==> config.mk <==
export PLATFORM = sky130hd
export DESIGN_NAME = tcw_ctrl
export DESIGN_NICKNAME = d
export VERILOG_FILES = /design/src/rtl/tcw_pkg.sv /design/src/rtl/tcw_ctrl.sv
export VERILOG_INCLUDE_DIRS = /design/src /design/src/rtl
export SDC_FILE = /design/constraint.sdc
export NUM_CORES = 1
export LEC_CHECK = 0
export BUFFER_PORTS_ARGS = -buffer_cell sky130_fd_sc_hd__buf_4
export CAP_MARGIN = 40
export CORE_AREA = 2 2 39 41
export DETAILED_ROUTE_END_ITERATION = 10
export DIE_AREA = 0 0 41 43
export MAX_ROUTING_LAYER = met4
export PLACE_DENSITY = 0.45
export SLEW_MARGIN = 40
export SYNTH_ARGS = -nofsm -noshare
export SYNTH_HDL_FRONTEND = slang
export SYNTH_SLANG_ARGS = --single-unit
==> constraint.sdc <==
create_clock -name i_clk -period 1 [get_ports i_clk]
set_input_delay 0.05 -clock i_clk [delete_from_list [all_inputs] [get_ports i_clk]]
set_output_delay 0.05 -clock i_clk [all_outputs]
set_load 0.01 [all_outputs]
==> src/rtl/text_console_writer_defines.svh <==
// assertion macros shared by the console modules
// each one samples on i_clk and is held off while i_rst_n is low
`ifndef TEXT_CONSOLE_WRITER_DEFINES_SVH
`define TEXT_CONSOLE_WRITER_DEFINES_SVH

// consequent checked in the same cycle as the antecedent
`define TCW_ASSERT_NOW(label, ante, cons, msg) \
    label: assert property (@(posedge i_clk) disable iff (!i_rst_n) (ante) |-> (cons)) \
        else $error(msg);

// consequent checked in the cycle after the antecedent
`define TCW_ASSERT_NEXT(label, ante, cons, msg) \
    label: assert property (@(posedge i_clk) disable iff (!i_rst_n) (ante) |=> (cons)) \
        else $error(msg);

`endif

==> src/rtl/tcw_pkg.sv <==
`default_nettype none

package tcw_pkg;

    // field widths of the transaction payloads
    localparam int KIND_W  = 1;
    localparam int CHAR_W  = 8;
    localparam int INDEX_W = 11;

    // transaction kinds
    localparam logic [KIND_W-1:0] KIND_PUT  = 1'b0;
    localparam logic [KIND_W-1:0] KIND_READ = 1'b1;

    // control characters and the blank cell
    localparam logic [CHAR_W-1:0] CH_CR      = 8'h0D;
    localparam logic [CHAR_W-1:0] CH_LF      = 8'h0A;
    localparam logic [CHAR_W-1:0] CH_BS      = 8'h08;
    localparam logic [CHAR_W-1:0] BLANK_CHAR = 8'h20;
    localparam logic [CHAR_W-1:0] BLANK_ATTR = 8'h07;

    // input transaction
    typedef struct packed {
        logic [KIND_W-1:0]  kind;
        logic [CHAR_W-1:0]  char_code;
        logic [INDEX_W-1:0] cell_index;
    } t_in_item;

    // output transaction
    typedef struct packed {
        logic [INDEX_W-1:0] cursor_pos;
        logic [CHAR_W-1:0]  cell_char;
        logic [CHAR_W-1:0]  cell_attr;
    } t_out_item;

    // commands from the controller to the datapath
    typedef struct packed {
        logic accept;
        logic clr_run;
        logic scr_run;
        logic load_out;
    } t_ctl_cmd;

    // status from the datapath to the controller
    typedef struct packed {
        logic scroll_req;
        logic clr_last;
        logic scr_last;
    } t_ctl_sts;

endpackage

`default_nettype wire

==> src/rtl/tcw_ctrl.sv <==
`default_nettype none
`include "text_console_writer_defines.svh"

module tcw_ctrl (
    input  wire logic              i_clk,
    input  wire logic              i_rst_n,
    input  wire logic              i_in_valid,
    output logic                   o_in_stall,
    output logic                   o_out_valid,
    input  wire logic              i_out_stall,
    input  wire tcw_pkg::t_ctl_sts i_sts,
    output tcw_pkg::t_ctl_cmd      o_cmd
);

    typedef enum logic [1:0] {
        ST_CLEAR,
        ST_IDLE,
        ST_RESULT,
        ST_SCROLL
    } t_state;

    t_state r_state, n_state;
    logic   r_in_stall;
    logic   r_out_valid;
    logic   out_free;
    logic   out_take;

    assign out_free = !r_out_valid || !i_out_stall;
    assign out_take = r_out_valid && !i_out_stall;

    // commands to the datapath
    always_comb begin
        o_cmd.accept   = i_in_valid && !r_in_stall;
        o_cmd.clr_run  = (r_state == ST_CLEAR);
        o_cmd.scr_run  = (r_state == ST_SCROLL);
        o_cmd.load_out = (r_state == ST_RESULT) && !i_sts.scroll_req && out_free;
    end

    // next state
    always_comb begin
        n_state = r_state;
        case (r_state)
            ST_CLEAR: begin
                if (i_sts.clr_last) begin
                    n_state = ST_IDLE;
                end
            end
            ST_IDLE: begin
                if (o_cmd.accept) begin
                    n_state = ST_RESULT;
                end
            end
            ST_RESULT: begin
                if (i_sts.scroll_req) begin
                    n_state = ST_SCROLL;
                end else if (out_free) begin
                    n_state = ST_IDLE;
                end
            end
            ST_SCROLL: begin
                if (i_sts.scr_last) begin
                    n_state = ST_RESULT;
                end
            end
            default: begin
                n_state = ST_CLEAR;
            end
        endcase
    end

    // state and registered handshake outputs
    always_ff @(posedge i_clk) begin
        if (!i_rst_n) begin
            r_state     <= ST_CLEAR;
            r_in_stall  <= 1'b1;
            r_out_valid <= 1'b0;
        end else begin
            r_state    <= n_state;
            r_in_stall <= (n_state != ST_IDLE);
            if (o_cmd.load_out) begin
                r_out_valid <= 1'b1;
            end else if (out_take) begin
                r_out_valid <= 1'b0;
            end
        end
    end

    assign o_in_stall  = r_in_stall;
    assign o_out_valid = r_out_valid;

    `TCW_ASSERT_NOW(a_accept_idle, o_cmd.accept, r_state == ST_IDLE, "accept outside idle")
    `TCW_ASSERT_NEXT(a_stall_after_accept, o_cmd.accept, r_in_stall, "no stall after accept")
    `TCW_ASSERT_NOW(a_load_free, o_cmd.load_out, !r_out_valid || !i_out_stall, "result overrun")
    `TCW_ASSERT_NEXT(a_scroll_end, o_cmd.scr_run && i_sts.scr_last, r_state == ST_RESULT, "scroll exit")

endmodule

`default_nettype wire

== Word-level counts from Yosys, hierarchy flattened ==
Cells that the tools add are included.

* Bits in registers: 4
* Output and inout bits: 6
* Logic and storage cells: 26

* Reductions and logical operators: 11
* Equal/unequal tests: 4
* Muxes and demuxes: 8

{| class="wikitable"
|+ Operators by type and width
! operator !! count
|-
| $mux 2 || 5
|-
| $pmux 2 s4 || 1
|-
| $eq 2x2->1 const B || 2
|-
| $logic_and 1x1->1 || 4
|-
| $logic_not 1->1 || 4
|-
| $eq 2x1->1 const B || 1
|-
| $logic_not 2->1 || 1
|-
| $mux 1 || 2
|-
| $ne 2x1->1 const B || 1
|-
| $reduce_bool 2->1 || 1
|-
| $logic_or 1x1->1 || 1
|}

== Depth between registers and ports, before layout ==
Gate-level depths: netlist of the first run.

* Word-level depth: 6
* Mapped depth: 3

== Worst setup path after synthesis of the first run ==
Ideal clock, no wire load.

* Path kind: reg-to-reg
* Start point: register r_in_stall (netlist: o_in_stall)
* End point: register r_state[1]
* Data arrival time: 846 ps
* Library setup time: 116 ps
* Stages on the path, launching flop included: 4
* Path slack: 38 ps
* Data required time: 884 ps
* Clock period less this slack: 962 ps
* Path buffers: 0
* Path through: dfxtp_1 -> nor2b_1 -> a21o_2 -> and3_1

{| class="wikitable"
|+ RTL lines
! element !! RTL line !! source
|-
| start: declaration || tcw_ctrl.sv:23 || <nowiki>logic r_in_stall;</nowiki>
|-
| start signal: assignment || tcw_ctrl.sv:79 || <nowiki>r_in_stall <= (n_state != ST_IDLE);</nowiki>
|-
| end signal: assignment || tcw_ctrl.sv:78 || <nowiki>r_state <= n_state;</nowiki>
|-
| end: declaration || tcw_ctrl.sv:22 || <nowiki>t_state r_state, n_state;</nowiki>
|}

==> impl_metrics.json, run 1 <==
{
  "critical-path-max-stage-delay_ns": 0.36,
  "routed_via_density": 4.10,
  "cts_buffer_depth": 2,
  "skew_ns": 0.00409,
  "max_capacitance_violation_count": 0,
  "worst-endpoint-arrival_ns": 0.97,
  "dpl_worst_slack_ns": 0.0385,
  "antenna_violations_before_repair": 0,
  "finalWeightedCongestion": 0.710,
  "worst-slew-pin-transition_ns": 0.346,
  "relSlewSlack": 0.767,
  "min_period_ns": 1.02,
  "clkLatencyLatePin_ns": 0.24,
  "total_leakage_power_nw": 0.166,
  "global_route_wire_length_before_repair_um": 897,
  "clockRootBuffer": "clkbuf_4",
  "ys_seq_elements": 4,
  "hold_path.class": "in2reg",
  "htree_num_levels": 1,
  "remaining_drc_errors": 0,
  "dieArea_mm2": 0.00176,
  "final-max-slew-violation-count": 0,
  "run_status": "finished, violations left",
  "cells_along_the_critical_path": "nor2_4, and3_4, buf_6",
  "clkSlewWorstSetupHoldPaths_ns": 0.04,
  "grt_setup_unrepaired": "true",
  "yosys.cell_types.count": 15,
  "finalSetupViolCount": 1,
  "fill_cells": 150,
  "initial_core_util": 0.134,
  "grt_usage": 0.0853,
  "largest_delay_share_family_worst_path": "flip-flops",
  "final_hold_viols": 0,
  "fp-row-count": 14,
  "worst_hold_slack_ns": 0.0624,
  "timing_worst_setup_path_type": "reg2out",
  "mean_area_per_synthesized_cell_um2": 9.26,
  "crit_slowest_cell": "dfxtp_4",
  "finish.net_count": 45,
  "postLayoutSetupSlackWorst_ns": -0.0161,
  "vias": 213,
  "drive_gt1_frac": 0.694,
  "fp.dieW_um": 41,
  "grt_max_degree": 8,
  "top_level_ports": 13,
  "io_buffers": 12,
  "ys.warnings.count": 0,
  "antenna_cells": 0,
  "syn_area_um2": 185,
  "wirelength_um": 548,
  "ant_nets": 0,
  "cp.buffers_inverters": 1,
  "sequential_to_total_area_share_from_yosys_stat": 0.432,
  "max_clock_freq_mhz": 984,
  "globalRouteOverflowTotal": 0,
  "placement.cell_area_um2": 295,
  "synthesized_netlist_net_count": 27,
  "post-route-period-util": 1.02,
  "stdcell_area_um2": 349,
  "avgRoutedWirePerCell_um": 10.5,
  "crit_required_ns": 0.95,
  "core-area_mm2": 0.00138,
  "detailed_place_hpwl_um": 350,
  "fp.dieH_um": 43,
  "power_density_mw_per_mm2": 1330,
  "peakVddDrop_uv": 678,
  "cts_tree": "done",
  "violated_checks": "negative setup slack",
  "area_delta_synth_final_pct": 88.5,
  "setup_tns_ns": -0.0161,
  "critPathLaunchType": "register",
  "grt_pass1_vias": 219,
  "drt_pre_antenna_iters": 4,
  "clock_sink_count": 4,
  "synthCells": 20,
  "worst_setup_path_end_kind": "primary output",
  "maximum_fanout_along_the_worst_path": 6,
  "drtIter0Drc": 4,
  "cts_inserted_buffers": 3
}
[cell families after synthesis]
logic type	after synthesis	synth area share
AND/OR/NAND/NOR	10	0.297
flip-flops	4	0.432
AO/OA/AOI/OAI	6	0.270
[cells in the final DEF (no fill, tap or decap), types with 2 or more instances in the layout]
cell / n
dfxtp_2: 2
buf_6: 2
clkbuf_4: 3
buf_4: 11
nand2_1: 3
[path summary, 6_finish.rpt]
| path | from | to | slack (ns) | depth (start not counted) |
|---|---|---|---|---|
| hold reg to reg | r_state[1] | o_out_valid | 0.51 | 2 |
| setup reg to reg | r_state[0] | r_state[0] | 0.03 | 4 |
| hold / removal | i_rst_n | r_state[1] | 0.06 | 2 |
| setup / recovery | r_state[0] | o_cmd[0] | -0.02 | 3 |
[cell usage after synthesis (all sizes together)]
| cell | number | area, µm² |
|---|---|---|
| nor2b | 1 | 6.26 |
| dfxtp | 4 | 80.1 |
| and2 | 1 | 7.51 |
| a32o | 1 | 10.0 |
| o31ai | 1 | 7.51 |
| nor2 | 2 | 10.0 |
| and3 | 2 | 13.8 |
| a21boi | 1 | 7.51 |
| nand2b | 1 | 6.26 |
| a21oi | 1 | 8.76 |
| a21o | 2 | 16.3 |
| nand2 | 3 | 11.3 |
[where the power goes]
group / switching [mW] / total, mW / internal (mW)
clock: 0.0741 / 0.209 / 0.135
sequential: 0.0105 / 0.179 / 0.169
combinational: 0.0297 / 0.0778 / 0.0481
total: 0.114 / 0.466 / 0.352
[final cells by class]
| cell class | instances | area (µm²) | share of cell area |
|---|---|---|---|
| clock buffer | 3 | 22.5 | 0.0645 |
| sequential | 4 | 86.3 | 0.247 |
| timing repair buffer | 13 | 105 | 0.301 |
| multi-input combinational | 16 | 115 | 0.330 |
| tap | 16 | 20.0 | 0.0573 |
[per-stage QoR]
step | total power, mW | utilization | cells
6_report | 0.466 | 0.252 | 52
5_1_grt | 0.499 | 0.252 | 52
4_1_cts | 0.476 | 0.249 | 52
3_5_place_dp | 0.250 | 0.213 | 48
3_3_place_gp | 0.251 | 0.213 | 48
2_1_floorplan | 0.209 | - | 20
[sequential cells by signal, summed over array words and instances, names as in the netlist]
name / flops
o_in_stall: 1
r_state: 2
o_out_valid: 1
[routing by layer]
layer / part of all wire / track usage
met5: 0 / -
met2: 0.38 / 0.100
met1: 0.45 / 0.0962
met4: 0 / 0.0200
met3: 0.18 / 0.0942
[timing repair]
item,in CTS,in global routing
buffers inserted,1,0
gates resized for setup,7,2
pin swaps,1,2
endpoints found under the setup margin,2,3
hold buffers,0,0
[worst reg2reg max path, cell delays in order (launching register included)]
cell and delay (ns):
dfxtp_4 0.38, nor2_4 0.04, buf_4 0.13, a32o_2 0.26, a21oi_2 0.10
Note: power is estimated with default switching activity, not from simulation.
==> inputs of run 2 (changes only) <==
ABC_AREA = 1   (was unset)
PLACE_DENSITY = 0.49   (was 0.45)
==> run 2 against run 1 <==
  * The run now ends clean
  * Final area rose by 9.0%
  * Clock power rose by 6%
  * Routed wire length rose by 4.0%
  * Register-to-register slack barely moved
  * Global-route usage fell by 0.094 points
  * Total power rose by 5.8%
  * Combinational power rose by 22%
  * Cell count rose by 31%
  * Synthesized cell count rose by 80%
  * Clock skew fell by 0.0031 ns
  * Via count rose by 21%
  * Maximum frequency rose by 4.2%
==> impl_metrics.json, run 2 <==
{
  "run_status": "complete, no violations",
  "grt_setup_unrepaired": "true",
  "power_density_mw_per_mm2": 1300,
  "switching_power_uw": 139,
  "cts_hold_buf": 0,
  "fp-row-count": 14,
  "cells_along_the_critical_path": "nand2_1, inv_1, nor2_1, buf_4",
  "critical_path_depth": 4,
  "io_buffers": 12,
  "routed_via_density": 3.79,
  "cp.buffers_inverters": 2,
  "dieArea_mm2": 0.00176,
  "synthesized_netlist_net_count": 43,
  "critical_path.reg2reg.endpoint": "r_state[0]",
  "synth-edff-count": 0,
  "antenna_cells": 0,
  "setup_tns_ns": 0,
  "avgRoutedWirePerCell_um": 8.38,
  "initial_core_util": 0.170,
  "ant_nets": 0,
  "remaining_drc_errors": 0,
  "max_capacitance_violation_count": 0,
  "clockRootBuffer": "clkbuf_4",
  "final-max-slew-violation-count": 0,
  "maximum_fanout_along_the_worst_path": 4,
  "timing.reg2reg.setup_slack_ns": 0.03,
  "relSlewSlack": 0.892,
  "holdPathEnd": "r_state[1]",
  "cellInternalPower_uw": 354,
  "grt_pass1_vias": 244,
  "hold_path_depth": 3,
  "critical_r2r_launch": "r_state[0]",
  "layout_commonest_cell": "buf_4",
  "post-route-period-util": 0.975,
  "finish.net_count": 61,
  "synth_top_cells_by_area": "dfxtp_1 34%, inv_1 11%, nand3_1 8.5%",
  "worst_hold_slack_ns": 0.0650,
  "crit_required_ns": 0.95,
  "globalRouteOverflowTotal": 0,
  "ys_async_sr_fraction": 0,
  "seqCellArea_um2": 82.6,
  "startpoint": "o_out_valid",
  "placement.cell_area_um2": 345,
  "ff2ff_path_depth": 6,
  "worst-slew-pin-transition_ns": 0.161,
  "vias": 258,
  "min_period_ns": 0.975,
  "clock_sink_count": 4,
  "flip_flop_count_of_the_largest_register_all_copies_and_words_added": 2,
  "synth.most_common_cell": "inv_1",
  "seq_power_share": 0.357,
  "cts_buffer_depth": 2,
  "yosysTopAreaCell": "dfxtp_1",
  "largest_delay_share_family_worst_path": "flip-flops",
  "worst-endpoint-arrival_ns": 0.93,
  "final_hold_viols": 0,
  "drive_gt1_frac": 0.558,
  "critical-path-max-stage-delay_ns": 0.30,
  "clkSlewWorstSetupHoldPaths_ns": 0.04,
  "yosys.cell_types.count": 15,
  "multi_input_gate_area_um2": 111,
  "peakVddDrop_uv": 316,
  "htree_num_levels": 1,
  "sequential_to_total_area_share_from_yosys_stat": 0.340,
  "crit_slowest_cell": "dfxtp_1",
  "wirelength_um": 570,
  "syn_area_um2": 235,
  "core-area_mm2": 0.00138,
  "drtIter0Drc": 0,
  "antenna_violations_before_repair": 0,
  "synthTopCellsByCount": "7 x inv_1, 4 x dfxtp_1, 4 x nand2_1, 4 x nand3_1, 4 x nor2_1",
  "synth_ff_type": "dfxtp_1",
  "skew_ns": 0.00101,
  "fin_total_pwr_uw": 493,
  "max_clock_freq_mhz": 1030,
  "cts_inserted_buffers": 3,
  "clkLatencyLatePin_ns": 0.25,
  "critPathLaunchType": "register",
  "total_leakage_power_nw": 0.219,
  "finalSetupViolCount": 0,
  "stdcell_area_um2": 380,
  "timing_worst_setup_path_type": "reg2out",
  "cts_tree": "done",
  "ys.warnings.count": 0,
  "layout.cells.most_common_list": "13 x buf_4, 7 x inv_1, 4 x nand3_1, 4 x nor2_1",
  "switching_share": 0.282,
  "synthCells": 36,
  "grt_max_degree": 6,
  "detailed_place_hpwl_um": 405,
  "global_route_wire_length_before_repair_um": 890,
  "top_level_ports": 13,
  "drt_pre_antenna_iters": 1,
  "worst_setup_path_end_kind": "primary output",
  "clock_power_share": 0.450,
  "fp.dieW_um": 41,
  "fp.dieH_um": 43,
  "ys_seq_elements": 4,
  "finalWeightedCongestion": 0.714,
  "register_with_the_most_flip_flops": "r_state",
  "grt_usage": 0.0844,
  "synth_top_area_share": 0.340,
  "fill_cells": 158,
  "timing.hold.worst.start": "i_rst_n",
  "p_comb_frac": 0.193,
  "area_delta_synth_final_pct": 61.7,
  "hold_path.class": "in2reg",
  "mean_area_per_synthesized_cell_um2": 6.53
}
run 2: cells by family after synthesis:
| group | count (synthesis) | share of synthesized area |
|---|---|---|
| buffers and inverters | 12 | 0.197 |
| flip-flops | 4 | 0.340 |
| AND/OR/NAND/NOR | 16 | 0.335 |
| AO/OA/AOI/OAI | 4 | 0.128 |
run 2: per-stage QoR:
stage,cells,worst slack [ns],util
finish,68,0.0248,0.275
floorplan,36,0.104,-
CTS,68,0.0115,0.272
global placement,64,0.106,0.250
detailed placement,64,0.107,0.250
global route,68,-0.0527,0.275
run 2: worst max-delay path by stage:
stage                            end  slack [ns]
after floorplan           r_state[0]        0.10
after global placement    r_state[0]        0.11
after detailed placement  r_state[0]        0.11
after CTS                   o_cmd[0]        0.01
after global routing      r_state[0]       -0.05
final                       o_cmd[0]        0.02
run 2: what timing repair did:
item,4_1_cts,5_1_grt
resized for setup,1,2
buffers inserted,1,0
setup endpoints to repair,1,5
run 2: area by class of cell:
class	instances	share of cell area
well taps	16	0.0526
inverters	12	0.122
repair buffers	13	0.257
flip-flops and latches	4	0.217
clock buffers	3	0.0592
multi-input cells	20	0.293
run 2: worst min-delay path, delay by kind of cell:
family / cells / cell delay, ns
buf+inv: 2 / 0.14
simple gates: 1 / 0.09
run 2: power groups by stage:
stage	Clock (mW)	Combinational [mW]	Sequential, mW
2_1_floorplan	0	0.0446	0.179
3_3_place_gp	0	0.0885	0.178
3_5_place_dp	0	0.0879	0.178
4_1_cts	0.227	0.0929	0.175
5_1_grt	0.236	0.106	0.177
6_report	0.222	0.0950	0.176
run 2: layer usage:
metal,global-route usage,vias to the layer above,share of wire
met4,0.0800,0,0.049
li1,-,138,-
met3,0.0471,3,0.086
met1,0.0804,108,0.36
met5,-,-,0
met2,0.113,9,0.51
==> inputs of run 3 (changes only) <==
==> constraint.sdc (replaced) <==
create_clock -name i_clk -period 1 [get_ports i_clk]
set_input_delay 0.2 -clock i_clk [delete_from_list [all_inputs] [get_ports i_clk]]
set_output_delay 0.2 -clock i_clk [all_outputs]
set_load 0.01 [all_outputs]
==> run 3 against run 2 <==
  * The flow now finishes with violations (negative setup slack)
  * Cell count grew 4.4%
  * Hold slack improved by 0.15 ns
  * Maximum frequency fell by 9.0%
  * Combinational power grew 18%
  * Sequential share of layout area decreased by 1.8 points
  * Core utilization increased by 4.2 points
  * Total power fell by 2.0%
  * Setup slack worse by 0.097 ns
  * Global-route usage shrank 0.52 points
  * Clock-buffer cell count stayed put
  * Die area is the same
  * Final area increased by 15%
  * Largest power group unchanged
  * Highest routed layer is now met3
==> impl_metrics.json, run 3 (same netlist as run 2, synthesis figures left out) <==
{
  "run_status": "finished, violations left",
  "violated_checks": "negative setup slack",
  "grt_max_degree": 6,
  "skew_ns": 0.00441,
  "cts_inserted_buffers": 3,
  "post-route-period-util": 1.07,
  "seqCellArea_um2": 87.6,
  "fp.dieW_um": 41,
  "drive_gt1_frac": 0.745,
  "power_density_mw_per_mm2": 1100,
  "fp-row-count": 14,
  "setup_tns_ns": -0.170,
  "worst-endpoint-arrival_ns": 0.87,
  "flip_flop_count_of_the_largest_register_all_copies_and_words_added": 2,
  "fill_cells": 163,
  "total_leakage_power_nw": 0.231,
  "timing_worst_setup_path_type": "reg2out",
  "worst_setup_path_end_kind": "primary output",
  "max_clock_freq_mhz": 933,
  "routed_via_density": 3.89,
  "antenna_cells": 0,
  "crit_slowest_cell": "dfxtp_4",
  "cts_tree": "done",
  "remaining_drc_errors": 0,
  "grt_pass1_vias": 247,
  "final-max-slew-violation-count": 0,
  "detailed_place_hpwl_um": 418,
  "initial_core_util": 0.170,
  "clock_sink_count": 4,
  "vias": 276,
  "finish.net_count": 64,
  "drtIter0Drc": 1,
  "area_delta_synth_final_pct": 86.7,
  "finalSetupViolCount": 3,
  "placement.cell_area_um2": 345,
  "cells_along_the_critical_path": "nand3_2, nor2_2, buf_4",
  "postLayoutSetupSlackWorst_ns": -0.0717,
  "antenna_violations_before_repair": 0,
  "clockRootBuffer": "clkbuf_4",
  "layout.cells.most_common_list": "14 x buf_4, 5 x inv_1, 5 x inv_2",
  "avgRoutedWirePerCell_um": 7.90,
  "crit_required_ns": 0.80,
  "core-area_mm2": 0.00138,
  "drt_pre_antenna_iters": 2,
  "dpl_worst_slack_ns": 0.0748,
  "layout_commonest_cell": "buf_4",
  "max_capacitance_violation_count": 0,
  "critPathLaunchType": "register",
  "stdcell_area_um2": 439,
  "finalWeightedCongestion": 0.772,
  "grt_setup_unrepaired": "true",
  "peakVddDrop_uv": 412,
  "relSlewSlack": 0.903,
  "clkLatencyLatePin_ns": 0.23,
  "grt_usage": 0.0791,
  "maximum_fanout_along_the_worst_path": 5,
  "min_period_ns": 1.07,
  "cts_hold_buf": 0,
  "fp.dieH_um": 43,
  "dieArea_mm2": 0.00176,
  "top_level_ports": 13,
  "critical-path-max-stage-delay_ns": 0.36,
  "htree_num_levels": 1,
  "final_hold_viols": 0,
  "clkSlewWorstSetupHoldPaths_ns": 0.03,
  "global_route_wire_length_before_repair_um": 903,
  "hold_path.class": "in2reg",
  "multi_input_gate_area_um2": 135,
  "ant_nets": 0,
  "globalRouteOverflowTotal": 0,
  "wirelength_um": 561,
  "register_with_the_most_flip_flops": "r_state",
  "cts_buffer_depth": 2,
  "worst-slew-pin-transition_ns": 0.145,
  "io_buffers": 12,
  "fin_total_pwr_uw": 483
}
==> run 3: cell types whose count changed in the layout (fill, tap and decap cells not counted), sizes merged <==
cell,before,now
buf,13,16
==> run 3: final cells by class <==
type	count	share of cell area
tap	16	0.0456
multi-input combinational	20	0.308
clock buffer	3	0.0513
sequential	4	0.199
timing repair buffer	16	0.291
inverter	12	0.105
==> run 3: what timing repair did <==
action | CTS | global route
setup buffers | 3 | 2
pin swaps | 2 | 7
gates cloned | 0 | 0
gates resized for setup | 10 | 6
endpoints found under the setup margin | 4 | 7
==> run 3: metrics by stage <==
stage	utilization	std cells	hold WS, ns
after floorplan	-	36	0.332
after global placement	0.250	64	0.461
after detailed placement	0.250	64	0.467
after CTS	0.297	70	0.223
after global routing	0.317	71	0.220
final	0.317	71	0.215
==> run 3: critical path, delay by kind of cell, from the launching register on <==
kind / cells / cell delay (ns)
DFF: 1 / 0.36
and+or+nand+nor: 2 / 0.17
buffers and inverters: 1 / 0.12
==> run 3: path summary, 6_finish.rpt <==
path / from / endpoint / slack [ns] / cells past startpoint
setup / recovery: r_state[1] / o_cmd[0] / -0.07 / 3
hold / removal: i_rst_n / r_state[1] / 0.21 / 3
setup reg to reg: o_out_valid / r_state[0] / 0.05 / 6
hold reg to reg: r_state[1] / o_out_valid / 0.53 / 2
==> run 3: metal layers <==
layer / wire [µm] / part of all wire / GRT usage
met2: 316 / 0.56 / 0.116
met1: 190 / 0.34 / 0.0801
met3: 53 / 0.094 / 0.0628
met5: 0 / 0 / -
met4: 0 / 0 / 0.0200
==> run 3: power breakdown <==
| part | total, mW | switching [mW] | internal [mW] |
|---|---|---|---|
| clock | 0.196 | 0.0617 | 0.134 |
| combinational | 0.112 | 0.0527 | 0.0589 |
| sequential | 0.176 | 0.00722 | 0.168 |
